## config.mk

```make
export PLATFORM = sky130hd
export DESIGN_NAME = linear_axis_homing_position_controller_unit
export DESIGN_NICKNAME = d
export VERILOG_FILES = /design/src/sv/lahpc_pkg.sv /design/src/sv/linear_axis_homing_position_controller_unit.sv /design/src/sv/lahpc_div.sv
export SDC_FILE = /design/constraint.sdc
export NUM_CORES = 2
export LEC_CHECK = 0
export BUFFER_PORTS_ARGS = -buffer_cell sky130_fd_sc_hd__buf_2
export CAP_MARGIN = 25
export CORE_ASPECT_RATIO = 1.75
export CORE_MARGIN = 1
export CORE_UTILIZATION = 35
export CTS_CLUSTER_DIAMETER = 120
export CTS_CLUSTER_SIZE = 28
export DETAILED_ROUTE_END_ITERATION = 8
export PLACE_DENSITY_LB_ADDON = 0.08
export SLEW_MARGIN = 10
export SYNTH_ARGS = -nofsm -noshare
export SYNTH_HDL_FRONTEND = slang
export SYNTH_HIERARCHICAL = 1
export SYNTH_SLANG_ARGS = --single-unit
```

## constraint.sdc

```tcl
create_clock -name clk -period 24.8 [get_ports clk]
set_clock_uncertainty 0.15 [all_clocks]
set_input_delay 1.24 -clock clk [delete_from_list [all_inputs] [get_ports clk]]
set_output_delay 1.24 -clock clk [all_outputs]
set_load 0.02 [all_outputs]
```

## src/sv/lahpc_pkg.sv

```systemverilog
// shared types, codes and reset values of the rail homing and position controller
// no dependencies; imported by lahpc_div and the top level
package lahpc_pkg;

	localparam int CountWidthDef = 32;
	localparam int QuoWidth      = 25;

	localparam logic [2:0] OP_TICK    = 3'd0;
	localparam logic [2:0] OP_INIT    = 3'd1;
	localparam logic [2:0] OP_SETPOS  = 3'd2;
	localparam logic [2:0] OP_STOP    = 3'd3;
	localparam logic [2:0] OP_RESET   = 3'd4;

	localparam logic [1:0] PH_RETRACT = 2'd0;
	localparam logic [1:0] PH_EXTEND  = 2'd1;
	localparam logic [1:0] PH_HOME    = 2'd2;

	localparam logic [2:0] CFG_CAL_SPEED = 3'd0;
	localparam logic [2:0] CFG_MAX_SPEED = 3'd1;
	localparam logic [2:0] CFG_GAIN      = 3'd2;
	localparam logic [2:0] CFG_TOLERANCE = 3'd3;
	localparam logic [2:0] CFG_STALL_TO  = 3'd4;

	localparam logic [14:0] CalSpeedRst  = 15'd9830;
	localparam logic [14:0] MaxSpeedRst  = 15'd26214;
	localparam logic [15:0] GainRst      = 16'd768;
	localparam logic [15:0] TolRst       = 16'd655;
	localparam logic [15:0] StallToRst   = 16'd500;

	localparam logic [16:0] PosOne       = 17'h10000;
	localparam logic [QuoWidth-1:0] ErrClamp = QuoWidth'(25'h100_0000);

	typedef enum logic [2:0] {
		MODE_UNINIT = 3'd0,
		MODE_CAL    = 3'd1,
		MODE_IDLE   = 3'd2,
		MODE_MOVING = 3'd3,
		MODE_FAULT  = 3'd4
	} mode_t;

	typedef enum logic [3:0] {
		S_IDLE,
		S_OP,
		S_TGT,
		S_TGT_ADD,
		S_ERR_START,
		S_ERR_DIV,
		S_GAIN,
		S_DRIVE,
		S_POS,
		S_POS_DIV,
		S_OUT
	} seq_t;

	typedef struct packed {
		logic done;
		logic ovf;
	} div_stat_t;

endpackage

```

## src/sv/linear_axis_homing_position_controller_unit.sv

```systemverilog
// rail homing and proportional position controller, top level
// depends on lahpc_pkg and lahpc_div (shared serial divider)
//
// channel   direction  handshake           payload
// in        sink       in_valid/in_stall   op, encoder_count, switches, now_ms, target_position
// out       source     out_valid/out_stall rail_drive, mode, is_calibrated, position
// cfg       sink       cfg_valid/cfg_ready cfg_index, cfg_data
//
// a plain op skips the divider while uncalibrated and runs it for position once calibrated
// a moving tick runs the shared 25-step divider for the error and for position
// in_stall is high from acceptance until the result is loaded into the output register
// a stalled output only holds the sequencer in its last step; the next request waits behind it
// reset clears mode, phase, ends, timers and drive; configuration returns to defaults
module linear_axis_homing_position_controller_unit #(
	parameter int COUNT_WIDTH = lahpc_pkg::CountWidthDef
) (
	input  logic               clk,
	input  logic               arst_n,
	input  logic               in_valid,
	output logic               in_stall,
	input  logic [2:0]         op,
	input  logic signed [31:0] encoder_count,
	input  logic               retract_switch,
	input  logic               extend_switch,
	input  logic [31:0]        now_ms,
	input  logic [16:0]        target_position,
	output logic               out_valid,
	input  logic               out_stall,
	output logic signed [15:0] rail_drive,
	output logic [2:0]         mode,
	output logic               is_calibrated,
	output logic [16:0]        position,
	input  logic               cfg_valid,
	output logic               cfg_ready,
	input  logic [2:0]         cfg_index,
	input  logic [15:0]        cfg_data
);
	import lahpc_pkg::*;

	localparam int CW = COUNT_WIDTH;
	localparam int DW = CW + 1;

	// configuration registers
	logic [14:0] cal_speed_q;
	logic [14:0] max_speed_q;
	logic [15:0] gain_q;
	logic [15:0] tol_q;
	logic [15:0] stall_to_q;

	// architectural state
	mode_t              mode_q, mode_d;
	logic [1:0]         phase_q, phase_d;
	logic               tried_q, tried_d;
	logic               cal_q, cal_d;
	logic [16:0]        setpt_q, setpt_d;
	logic signed [CW-1:0] low_q, low_d;
	logic signed [CW-1:0] high_q, high_d;
	logic signed [CW-1:0] last_cnt_q, last_cnt_d;
	logic [31:0]        last_t_q, last_t_d;
	logic signed [15:0] drive_q, drive_d;

	// sequencer and latched request
	seq_t               seq_q, seq_d;
	logic [2:0]         op_q;
	logic signed [CW-1:0] cur_q;
	logic               ret_q, ext_q;
	logic [31:0]        now_q;
	logic [16:0]        tgt_q;

	// working registers
	logic [DW-1:0]      diff_q, diff_d;
	logic [CW+16:0]     tprod_q, tprod_d;
	logic [QuoWidth-1:0] eabs_q, eabs_d;
	logic               eneg_q, eneg_d;
	logic [40:0]        gprod_q, gprod_d;
	logic               pneg_q, pneg_d;
	logic [16:0]        pos_q, pos_d;

	// output register
	logic               out_valid_q;
	logic signed [15:0] out_drive_q;
	logic [2:0]         out_mode_q;
	logic               out_cal_q;
	logic [16:0]        out_pos_q;
	logic               out_load;

	// divider hookup
	logic               div_start;
	logic [CW+16:0]     div_num;
	logic [DW-1:0]      div_den;
	logic [QuoWidth-1:0] div_quo;
	div_stat_t          div_stat;
	logic [QuoWidth-1:0] qsat;

	// helpers
	logic               in_acc;
	logic [DW-1:0]      rng;
	logic               rng_pos;
	logic [DW-1:0]      rng_abs;
	logic [DW-1:0]      diff_abs;
	logic [DW-1:0]      pdiff;
	logic [DW-1:0]      pdiff_abs;
	logic [31:0]        lc;
	logic               stalled;
	logic [31:0]        pmag;
	logic [14:0]        lim;
	logic [14:0]        psat;

	assign in_acc    = in_valid && !in_stall;
	assign in_stall  = (seq_q != S_IDLE);
	assign cfg_ready = 1'b1;

	// range of the rail in counts, one bit wider than a count
	assign rng     = {high_q[CW-1], high_q} - {low_q[CW-1], low_q};
	assign rng_pos = !rng[DW-1] && (rng != '0);
	assign rng_abs = rng[DW-1] ? (~rng + 1'b1) : rng;

	assign diff_abs  = diff_q[DW-1] ? (~diff_q + 1'b1) : diff_q;
	assign pdiff     = {cur_q[CW-1], cur_q} - {low_q[CW-1], low_q};
	assign pdiff_abs = pdiff[DW-1] ? (~pdiff + 1'b1) : pdiff;

	// divider quotient saturated on overflow
	assign qsat = div_stat.ovf ? '1 : div_quo;

	// stall timer sees the count update of this tick
	assign lc      = (cur_q != last_cnt_q) ? now_q : last_t_q;
	assign stalled = (now_q - lc) >= {16'b0, stall_to_q};

	// proportional drive, saturated to the limit of the current mode
	assign pmag = gprod_q[40:9];
	assign lim  = (mode_q == MODE_CAL) ? cal_speed_q : max_speed_q;
	assign psat = (pmag > {17'b0, lim}) ? lim : pmag[14:0];

	assign out_load = (seq_q == S_OUT) && (!out_valid_q || !out_stall);

	always_comb begin
		seq_d      = seq_q;
		mode_d     = mode_q;
		phase_d    = phase_q;
		tried_d    = tried_q;
		cal_d      = cal_q;
		setpt_d    = setpt_q;
		low_d      = low_q;
		high_d     = high_q;
		last_cnt_d = last_cnt_q;
		last_t_d   = last_t_q;
		drive_d    = drive_q;
		diff_d     = diff_q;
		tprod_d    = tprod_q;
		eabs_d     = eabs_q;
		eneg_d     = eneg_q;
		gprod_d    = gprod_q;
		pneg_d     = pneg_q;
		pos_d      = pos_q;
		div_start  = 1'b0;
		div_num    = '0;
		div_den    = '0;

		unique case (seq_q)
			S_IDLE: begin
				if (in_acc) begin
					seq_d = S_OP;
				end
			end
			S_OP: begin
				seq_d = S_POS;
				unique case (op_q)
					OP_TICK: begin
						// hard stops first
						if (mode_q != MODE_UNINIT) begin
							if (ret_q && drive_q[15]) begin
								drive_d = '0;
							end
							if (ext_q && !drive_q[15] && drive_q != '0) begin
								drive_d = '0;
							end
						end
						if (mode_q == MODE_CAL) begin
							if (cur_q != last_cnt_q) begin
								last_cnt_d = cur_q;
								last_t_d   = now_q;
							end
							unique case (phase_q)
								PH_EXTEND: begin
									if (ext_q) begin
										high_d = cur_q;
										if (cur_q <= low_q) begin
											drive_d = '0;
											mode_d  = MODE_FAULT;
										end else begin
											phase_d = PH_HOME;
											setpt_d = '0;
											drive_d = 16'd0 - {1'b0, cal_speed_q};
										end
									end else begin
										drive_d = {1'b0, cal_speed_q};
										if (stalled) begin
											drive_d = '0;
											mode_d  = MODE_FAULT;
										end
									end
								end
								PH_HOME: begin
									if (ret_q) begin
										cal_d   = 1'b1;
										drive_d = '0;
										mode_d  = MODE_IDLE;
									end else if (!rng_pos) begin
										drive_d = '0;
										mode_d  = MODE_FAULT;
									end else begin
										// error toward the retract end
										diff_d = {low_q[CW-1], low_q} - {cur_q[CW-1], cur_q};
										seq_d  = S_ERR_START;
									end
								end
								default: begin
									// seek retract, also for the unused phase code
									if (ret_q) begin
										low_d    = cur_q;
										phase_d  = PH_EXTEND;
										tried_d  = 1'b0;
										last_t_d = now_q;
										drive_d  = {1'b0, cal_speed_q};
									end else begin
										drive_d = 16'd0 - {1'b0, cal_speed_q};
										if (stalled) begin
											if (!tried_q) begin
												// switch may be missing, try the other way once
												tried_d  = 1'b1;
												low_d    = cur_q;
												phase_d  = PH_EXTEND;
												last_t_d = now_q;
												drive_d  = {1'b0, cal_speed_q};
											end else begin
												drive_d = '0;
												mode_d  = MODE_FAULT;
											end
										end
									end
								end
							endcase
						end else if (mode_q == MODE_MOVING) begin
							if (!rng_pos) begin
								drive_d = '0;
								mode_d  = MODE_FAULT;
							end else begin
								seq_d = S_TGT;
							end
						end
					end
					OP_INIT: begin
						if (mode_q != MODE_CAL) begin
							phase_d    = PH_RETRACT;
							tried_d    = 1'b0;
							last_cnt_d = cur_q;
							last_t_d   = now_q;
							mode_d     = MODE_CAL;
						end
					end
					OP_SETPOS: begin
						if (cal_q) begin
							setpt_d = (tgt_q > PosOne) ? PosOne : tgt_q;
							if (mode_q == MODE_IDLE || mode_q == MODE_MOVING) begin
								mode_d = MODE_MOVING;
							end
						end
					end
					OP_STOP: begin
						drive_d = '0;
						if (mode_q == MODE_MOVING) begin
							mode_d = MODE_IDLE;
						end
					end
					OP_RESET: begin
						drive_d = '0;
						mode_d  = MODE_UNINIT;
						cal_d   = 1'b0;
						setpt_d = '0;
						low_d   = '0;
						high_d  = '0;
					end
					default: begin
						// unknown op leaves the state alone
					end
				endcase
			end
			S_TGT: begin
				// range is positive here, so it fits in a count width
				tprod_d = setpt_q * rng[CW-1:0];
				seq_d   = S_TGT_ADD;
			end
			S_TGT_ADD: begin
				diff_d = {low_q[CW-1], low_q} + tprod_q[CW+16:16] - {cur_q[CW-1], cur_q};
				seq_d  = S_ERR_START;
			end
			S_ERR_START: begin
				div_start = 1'b1;
				div_num   = {diff_abs, 16'b0};
				div_den   = rng;
				seq_d     = S_ERR_DIV;
			end
			S_ERR_DIV: begin
				if (div_stat.done) begin
					eabs_d = (qsat > ErrClamp) ? ErrClamp : qsat;
					eneg_d = diff_q[DW-1];
					seq_d  = S_GAIN;
				end
			end
			S_GAIN: begin
				gprod_d = eabs_q * gain_q;
				seq_d   = S_DRIVE;
			end
			S_DRIVE: begin
				drive_d = eneg_q ? (16'd0 - {1'b0, psat}) : {1'b0, psat};
				if (eabs_q < QuoWidth'(tol_q)) begin
					// arrived: home completes calibration, a move ends
					if (mode_q == MODE_CAL) begin
						cal_d = 1'b1;
					end
					drive_d = '0;
					mode_d  = MODE_IDLE;
				end
				seq_d = S_POS;
			end
			S_POS: begin
				if (!cal_q || rng == '0) begin
					pos_d = '0;
					seq_d = S_OUT;
				end else begin
					div_start = 1'b1;
					div_num   = {pdiff_abs, 16'b0};
					div_den   = rng_abs;
					pneg_d    = pdiff[DW-1] ^ rng[DW-1];
					seq_d     = S_POS_DIV;
				end
			end
			S_POS_DIV: begin
				if (div_stat.done) begin
					if (pneg_q) begin
						pos_d = '0;
					end else begin
						pos_d = (qsat > QuoWidth'(PosOne)) ? PosOne : qsat[16:0];
					end
					seq_d = S_OUT;
				end
			end
			S_OUT: begin
				if (out_load) begin
					seq_d = S_IDLE;
				end
			end
			default: begin
				seq_d = S_IDLE;
			end
		endcase
	end

	// control state and architectural registers
	always_ff @(posedge clk or negedge arst_n) begin
		if (!arst_n) begin
			seq_q       <= S_IDLE;
			mode_q      <= MODE_UNINIT;
			phase_q     <= PH_RETRACT;
			tried_q     <= 1'b0;
			cal_q       <= 1'b0;
			setpt_q     <= '0;
			low_q       <= '0;
			high_q      <= '0;
			last_cnt_q  <= '0;
			last_t_q    <= '0;
			drive_q     <= '0;
			out_valid_q <= 1'b0;
		end else begin
			seq_q      <= seq_d;
			mode_q     <= mode_d;
			phase_q    <= phase_d;
			tried_q    <= tried_d;
			cal_q      <= cal_d;
			setpt_q    <= setpt_d;
			low_q      <= low_d;
			high_q     <= high_d;
			last_cnt_q <= last_cnt_d;
			last_t_q   <= last_t_d;
			drive_q    <= drive_d;
			if (out_load) begin
				out_valid_q <= 1'b1;
			end else if (!out_stall) begin
				out_valid_q <= 1'b0;
			end
		end
	end

	// configuration registers
	always_ff @(posedge clk or negedge arst_n) begin
		if (!arst_n) begin
			cal_speed_q <= CalSpeedRst;
			max_speed_q <= MaxSpeedRst;
			gain_q      <= GainRst;
			tol_q       <= TolRst;
			stall_to_q  <= StallToRst;
		end else if (cfg_valid && cfg_ready) begin
			unique case (cfg_index)
				CFG_CAL_SPEED: cal_speed_q <= cfg_data[14:0];
				CFG_MAX_SPEED: max_speed_q <= cfg_data[14:0];
				CFG_GAIN:      gain_q      <= cfg_data;
				CFG_TOLERANCE: tol_q       <= cfg_data;
				CFG_STALL_TO:  stall_to_q  <= cfg_data;
				default: begin
				end
			endcase
		end
	end

	// latched request, working values and result payload
	always_ff @(posedge clk) begin
		if (in_acc) begin
			op_q  <= op;
			cur_q <= encoder_count[CW-1:0];
			ret_q <= retract_switch;
			ext_q <= extend_switch;
			now_q <= now_ms;
			tgt_q <= target_position;
		end
		diff_q  <= diff_d;
		tprod_q <= tprod_d;
		eabs_q  <= eabs_d;
		eneg_q  <= eneg_d;
		gprod_q <= gprod_d;
		pneg_q  <= pneg_d;
		pos_q   <= pos_d;
		if (out_load) begin
			out_drive_q <= drive_q;
			out_mode_q  <= mode_q;
			out_cal_q   <= cal_q;
			out_pos_q   <= pos_q;
		end
	end

	lahpc_div #(
		.CW(CW)
	) u_div (
		.clk    (clk),
		.arst_n (arst_n),
		.start  (div_start),
		.num    (div_num),
		.den    (div_den),
		.quo    (div_quo),
		.stat   (div_stat)
	);

	assign out_valid     = out_valid_q;
	assign rail_drive    = out_drive_q;
	assign mode          = out_mode_q;
	assign is_calibrated = out_cal_q;
	assign position      = out_pos_q;

	// the rail is never driven before homing has been started
	assert property (@(posedge clk) disable iff (!arst_n)
		(mode_q == MODE_UNINIT) |-> (drive_q == '0))
		else $error("drive active while uninitialized");

	// normalized position stays within one
	assert property (@(posedge clk) disable iff (!arst_n)
		(seq_q == S_OUT) |-> (pos_q <= PosOne))
		else $error("position above one");

	// divider finishes only while the sequencer waits for it
	assert property (@(posedge clk) disable iff (!arst_n)
		div_stat.done |-> (seq_q == S_ERR_DIV || seq_q == S_POS_DIV))
		else $error("divider result with nobody waiting");

	// a held result is never overwritten
	assert property (@(posedge clk) disable iff (!arst_n)
		(seq_q == S_OUT && out_valid_q && out_stall) |=> (seq_q == S_OUT))
		else $error("result loaded over a stalled one");

endmodule

```

## src/sv/lahpc_div.sv

```systemverilog
// restoring divider, one quotient bit per cycle, overflow flag marks a quotient that does not fit
// depends on lahpc_pkg
module lahpc_div #(
	parameter int CW = lahpc_pkg::CountWidthDef
) (
	input  logic                               clk,
	input  logic                               arst_n,
	input  logic                               start,
	input  logic [CW+16:0]                     num,
	input  logic [CW:0]                        den,
	output logic [lahpc_pkg::QuoWidth-1:0]     quo,
	output lahpc_pkg::div_stat_t               stat
);
	import lahpc_pkg::*;

	localparam int DW   = CW + 1;
	localparam int RW   = DW + QuoWidth;
	localparam int CntW = $clog2(QuoWidth);

	logic                busy_q;
	logic                done_q;
	logic [CntW-1:0]     cnt_q;
	logic [RW-1:0]       rem_q;
	logic [RW-1:0]       dsh_q;
	logic [QuoWidth-1:0] quo_q;
	logic                ovf_q;
	logic                fits;

	assign fits = rem_q >= dsh_q;

	always_ff @(posedge clk or negedge arst_n) begin
		if (!arst_n) begin
			busy_q <= 1'b0;
			done_q <= 1'b0;
			cnt_q  <= '0;
		end else begin
			done_q <= 1'b0;
			if (start) begin
				busy_q <= 1'b1;
				cnt_q  <= CntW'(QuoWidth - 1);
			end else if (busy_q) begin
				if (cnt_q == '0) begin
					busy_q <= 1'b0;
					done_q <= 1'b1;
				end else begin
					cnt_q <= cnt_q - 1'b1;
				end
			end
		end
	end

	always_ff @(posedge clk) begin
		if (start) begin
			rem_q <= RW'(num);
			dsh_q <= RW'(den) << (QuoWidth - 1);
			ovf_q <= {den, {QuoWidth{1'b0}}} <= RW'(num);
			quo_q <= '0;
		end else if (busy_q) begin
			if (fits) begin
				rem_q <= rem_q - dsh_q;
			end
			quo_q <= {quo_q[QuoWidth-2:0], fits};
			dsh_q <= dsh_q >> 1;
		end
	end

	assign quo      = quo_q;
	assign stat.done = done_q;
	assign stat.ovf  = ovf_q;

endmodule

```

* Word-level counts from Yosys, hierarchy flattened
Index checks and enable logic that the tools add are counted.
** Word-level totals
- Register bits :: 689
- Output and inout bits :: 40
- Word-level logic and storage cells :: 338
- Bits of input ports :: 110
** Cells by class
- Reduce and logical (&&, ||, !) cells :: 57
- Add/sub/neg operators :: 13
- Muxes and demuxes :: 139
- Bitwise operators :: 5
- Magnitude comparators :: 9
- Equal/unequal tests :: 70
- $mul :: 2
** Operators with widths (count)
- $mux W32 :: 18
- $mux W33 :: 9
- $pmux W32 S2 :: 4
- $mux W16 :: 13
- $mux W49 :: 4
- $mux W17 :: 10
- $pmux W33 S2 :: 2
- $mux W57 :: 2
- $add A33 B1 Y33 const B :: 3
- $not A33 Y33 :: 3
- $sub A32 B32 Y33 :: 3
- $pmux W49 S2 :: 1
- $pmux W16 S2 :: 3
- $mux W15 :: 4
- $ge A58 B57 Y1 :: 1
- $le A58 B49 Y1 :: 1
- $sub A58 B57 Y58 :: 1
- $pmux W17 S3 :: 1
- $mul A17 B32 Y49 :: 1
- $mux W3 :: 15
- $mux W4 :: 11
- $pmux W4 S11 :: 1
- $mul A25 B16 Y41 :: 1
- $ne A2 B2 Y1 const B :: 17
- 63 further kinds :: 166

* Depth between registers and ports, before layout
- Depth after elaboration :: 11
- Gate-level depth with buffers :: 36
- Mapped depth without buffers :: 34

* Cells and area by module
Netlist, hierarchy kept.
** By module, submodules not included
- linear_axis_homing_position_controller_unit :: sequential area each 14274.9 µm², cells an instance 7016, instances 1, area an instance 63747.4 µm²
- lahpc_div :: sequential area each 3828.7 µm², cells an instance 1175, instances 1, area an instance 10171.0 µm²

* Least setup slack after synthesis
Ideal clock, no wire load.
- Path type :: reg-to-reg
- Start point :: register low_q[0]
- End point :: register tprod_q[48] (data pin)
- Required time :: 24.390 ns
- Path buffers :: 2
- Stages on the path, launching flop included :: 35
- Arrival :: 8.473 ns
- Library setup time :: 0.260 ns
- Period minus slack after synthesis :: 8.883 ns
- Setup slack :: 15.917 ns
- Path through :: dfrtp_1 ha_1 inv_1 fa_1 a21o_1 a221o_1 o211ai_2 nand2b_1 a211oi_1 clkbuf_1 clkbuf_1 nand2_1 fa_1 fa_1 fa_1 inv_1 fa_1 fa_1 inv_1 fa_1 inv_1 ha_1 inv_1 o211ai_1 a21oi_1 nor3_1 a21oi_1 o21a_1 or4_1 a21boi_0 o21a_1 o21ai_0 a21oi_1 a21oi_1 xnor2_1
** On the way
- Cells in the longest elaborated chain, start to end :: 2
** Ends and longest elaborated chain
- start, declared :: line linear_axis_homing_position_controller_unit.sv:56 : logic signed [CW-1:0] low_q, low_d;
- start signal, assigned :: line linear_axis_homing_position_controller_unit.sv:381 : low_q <= low_d;
- $sub A32 B32 Y33 :: line linear_axis_homing_position_controller_unit.sv:114 : assign rng = {high_q[CW-1], high_q} - {low_q[CW-1], low_q};
- $mul A17 B32 Y49 :: line linear_axis_homing_position_controller_unit.sv:290 : tprod_d = setpt_q * rng[CW-1:0];
- end signal, assigned :: line linear_axis_homing_position_controller_unit.sv:426 : tprod_q <= tprod_d;
- end, declared :: line linear_axis_homing_position_controller_unit.sv:72 : logic [CW+16:0] tprod_q, tprod_d;
Every way passes these cells.
A chain may end at the register's enable or synchronous reset.

* Worst setup path after layout
Ends and elaborated chain as after synthesis.

==> results.yml <==
clock_network:
  htree_levels: 1
  cts_buffers: 31
  cts.repair.resized: 0
  cts-hold-fix-buffers: 0
  clk_latency_ns: 0.80
  root_buffer: "clkbuf_16"
  cts_tree: "built"
  cts_sinks: 664
  clockBufferDepth: 3
  clkTransAtPathRegs_ns: 0.12
  cts_setup_buffers: 0
global_routing:
  antenna_found_initial: 14
  grt_usage: 0.240
  grt_pass1_vias: 61000
  grt_pass1_wl_um: 383000
  grt_max_degree: 127
  gr-total-overflow: 0
synth:
  synth.distinct_cells: 121
  synthFlopType: "edfxtp_1"
  syn_inst: 8191
  ys_ff_latch: 664
  ys_warn_count: 6
  synthArstFlopShare: 0.389
  yosysSeqAreaShare: 0.245
  mappedNetlistArea_um2: 73900
  avgSynthCellArea_um2: 9.02
  synth_edf_count: 348
critical_path:
  reg2reg_from: "low_q[0]"
  crit_fanout: 21
  crit_path_start: "low_q[0]"
  cp_num_buf_inv: 4
  cp_top_family: "adder cells"
  critPathLaunchType: "flip-flop"
  slowest_stage: "xor2_4"
  cp_data_arrival_time_ns: 10.46
  crit_top_cell: "fa_1"
  worst-setup-path-type: "flip-flop to flip-flop"
  crit_path_end_kind: "flip-flop"
  cp_slowest_stage_delay_ns: 0.81
  cp_data_required_time_ns: 25.21
placement:
  dpl_cell_area_um2: 78200
  io_buffers: 148
  pre_cts_ws_ns: 14.66
  gp_congestion: 0.948
  hpwl_um: 205000
layout:
  multi_input_area_um2: 50200
  nNetsFinal: 9568
  layout-drive-gt1-share: 0.0779
  area_growth_pct: 7.15
  most-common-layout-cells: "inv_1 (1199), nand2_1 (1168), fa_1 (803)"
  final_common_cell: "inv_1"
  seqCellArea_um2: 18100
  postLayoutCellArea_um2: 79200
  fillerInstances: 21600
routing:
  drtPass1Iterations: 6
  wire_per_inst_um: 23.3
  vias_per_cell: 5.27
  final_antenna_net_count: 0
  dr.first_iter.drc_count: 3022
  drt-total-wl_um: 255000
  num_vias: 57700
  drc: 0
job:
  drv_cap: 0
sta:
  final-setup-viol-count: 0
  hold_viol: 0
  holdWs_ns: 0.281
  tightest_slew_ns: 1.13
  fin_setup_tns_ns: 0
  relSlewSlack: 0.243
  min_period_over_period: 0.405
  slew_violations: 0
  setup_ws_ns: 14.75
  rsz0062_at_grt: "false"
  min_period_ns: 10.05
  max_freq_mhz: 99.5
floorplanning:
  die_w_um: 349
  core-area_um2: 209000
  io_pins: 150
  num_rows: 222
  start_util: 0.353
  dieHeight_um: 610
  dieArea_um2: 213000
run_status:
  status: "finished clean"
hold_path:
  min_from: "pos_q[10]"
  hold_path_class: "flip-flop to flip-flop"
==> synth_stat cells (29+ instances only) <==
master	count	share of area
a211oi_1	52	0.0053
and3_1	35	0.0030
o21a_1	52	0.0053
o21ai_0	388	0.026
a21oi_1	373	0.025
o21bai_1	44	0.0045
xor2_1	166	0.020
dfstp_2	29	0.010
o21ai_1	30	0.0020
nor2_1	384	0.019
o22ai_1	38	0.0032
clkbuf_1	361	0.018
and2_1	335	0.028
nand3_1	89	0.0060
or3_1	42	0.0036
dfrtp_1	229	0.078
mux2_2	143	0.022
nor3_1	96	0.0065
o211ai_1	35	0.0036
nand2_1	1169	0.059
xnor2_1	176	0.021
a31oi_1	49	0.0041
nor2b_1	65	0.0055
a21o_1	126	0.013
edfxtp_1	348	0.14
nand2b_1	58	0.0049
inv_1	1200	0.061
ha_1	528	0.089
dfxtp_1	58	0.016
nor4_1	56	0.0047
nand4_1	58	0.0049
fa_1	803	0.22
mux2i_1	103	0.014
o31ai_1	83	0.0084
==> routing by layer <==
layer | track usage | share of wire | up-vias
met5 | 0 | 0 | -
met4 | 0.118 | 0.056 | 0
met3 | 0.0130 | 0.024 | 453
met2 | 0.482 | 0.57 | 1221
met1 | 0.247 | 0.35 | 29200
li1 | - | - | 26800
==> area by class of cell <==
| type | count | share of cell area |
|---|---|---|
| diodes | 5 | 0.000158 |
| clock buffers | 47 | 0.0109 |
| clock inverters | 11 | 0.00207 |
| inverters | 1202 | 0.0570 |
| multi-input cells | 5941 | 0.634 |
| flip-flops and latches | 664 | 0.229 |
| well taps | 2800 | 0.0442 |
| repair buffers | 287 | 0.0232 |
==> sequential cells by signal, indices dropped and copies added (netlist names), 17 cells and up <==
register	count
last_cnt_q	32
high_q	32
setpt_q	17
position	17
now_q	32
tgt_q	17
last_t_q	32
u_div/dsh_q	57
diff_q	33
low_q	32
u_div/quo	25
pos_q	17
cur_q	32
gprod_q	32
tprod_q	33
u_div/rem_q	58
eabs_q	25
==> through the flow <==
step            util  instances
6_report       0.378      11000
5_1_grt        0.378      11000
4_1_cts        0.378      11000
3_5_place_dp   0.373      10900
3_3_place_gp   0.373      10900
2_1_floorplan      -       8222
==> worst register-to-register path: cells and delay by family, from the launching register on <==
family | cells | cell delay, ns
xor gates and xnor gates | 2 | 0.94
DFF | 1 | 0.44
AOI/OAI and AO/OA | 14 | 3.09
and+or+nand+nor | 3 | 0.91
adders and majority gates | 9 | 4.05
buffers and inverters | 4 | 0.21
==> final timing paths <==
kind | depth (start not counted) | slack (ns) | endpoint
setup reg to reg | 32 | 14.75 | tprod_q[48]
max in group asynchronous | 2 | 22.58 | gain_q[0]
min in group asynchronous | 1 | 0.29 | low_q[26]
hold reg to reg | 0 | 0.28 | position[10]
setup / recovery | 32 | 14.75 | tprod_q[48]
hold / removal | 0 | 0.28 | position[10]
==> kinds of logic (layout without fill, tap and decap cells) <==
group | count (synthesis) | after routing | share of synthesized area
fa+ha+maj | 1331 | 1331 | 0.307
mux | 246 | 246 | 0.0357
flops | 664 | 664 | 0.245
simple gates | 2504 | 2504 | 0.160
compound gates | 1485 | 1485 | 0.128
xor+xnor | 342 | 342 | 0.0405
other cells | 2 | 38 | 0.000102
buf+inv | 1617 | 1547 | 0.0836
Power is not shown: default switching activity piles up to over one toggle a cycle in this logic, so the estimate is an artifact.
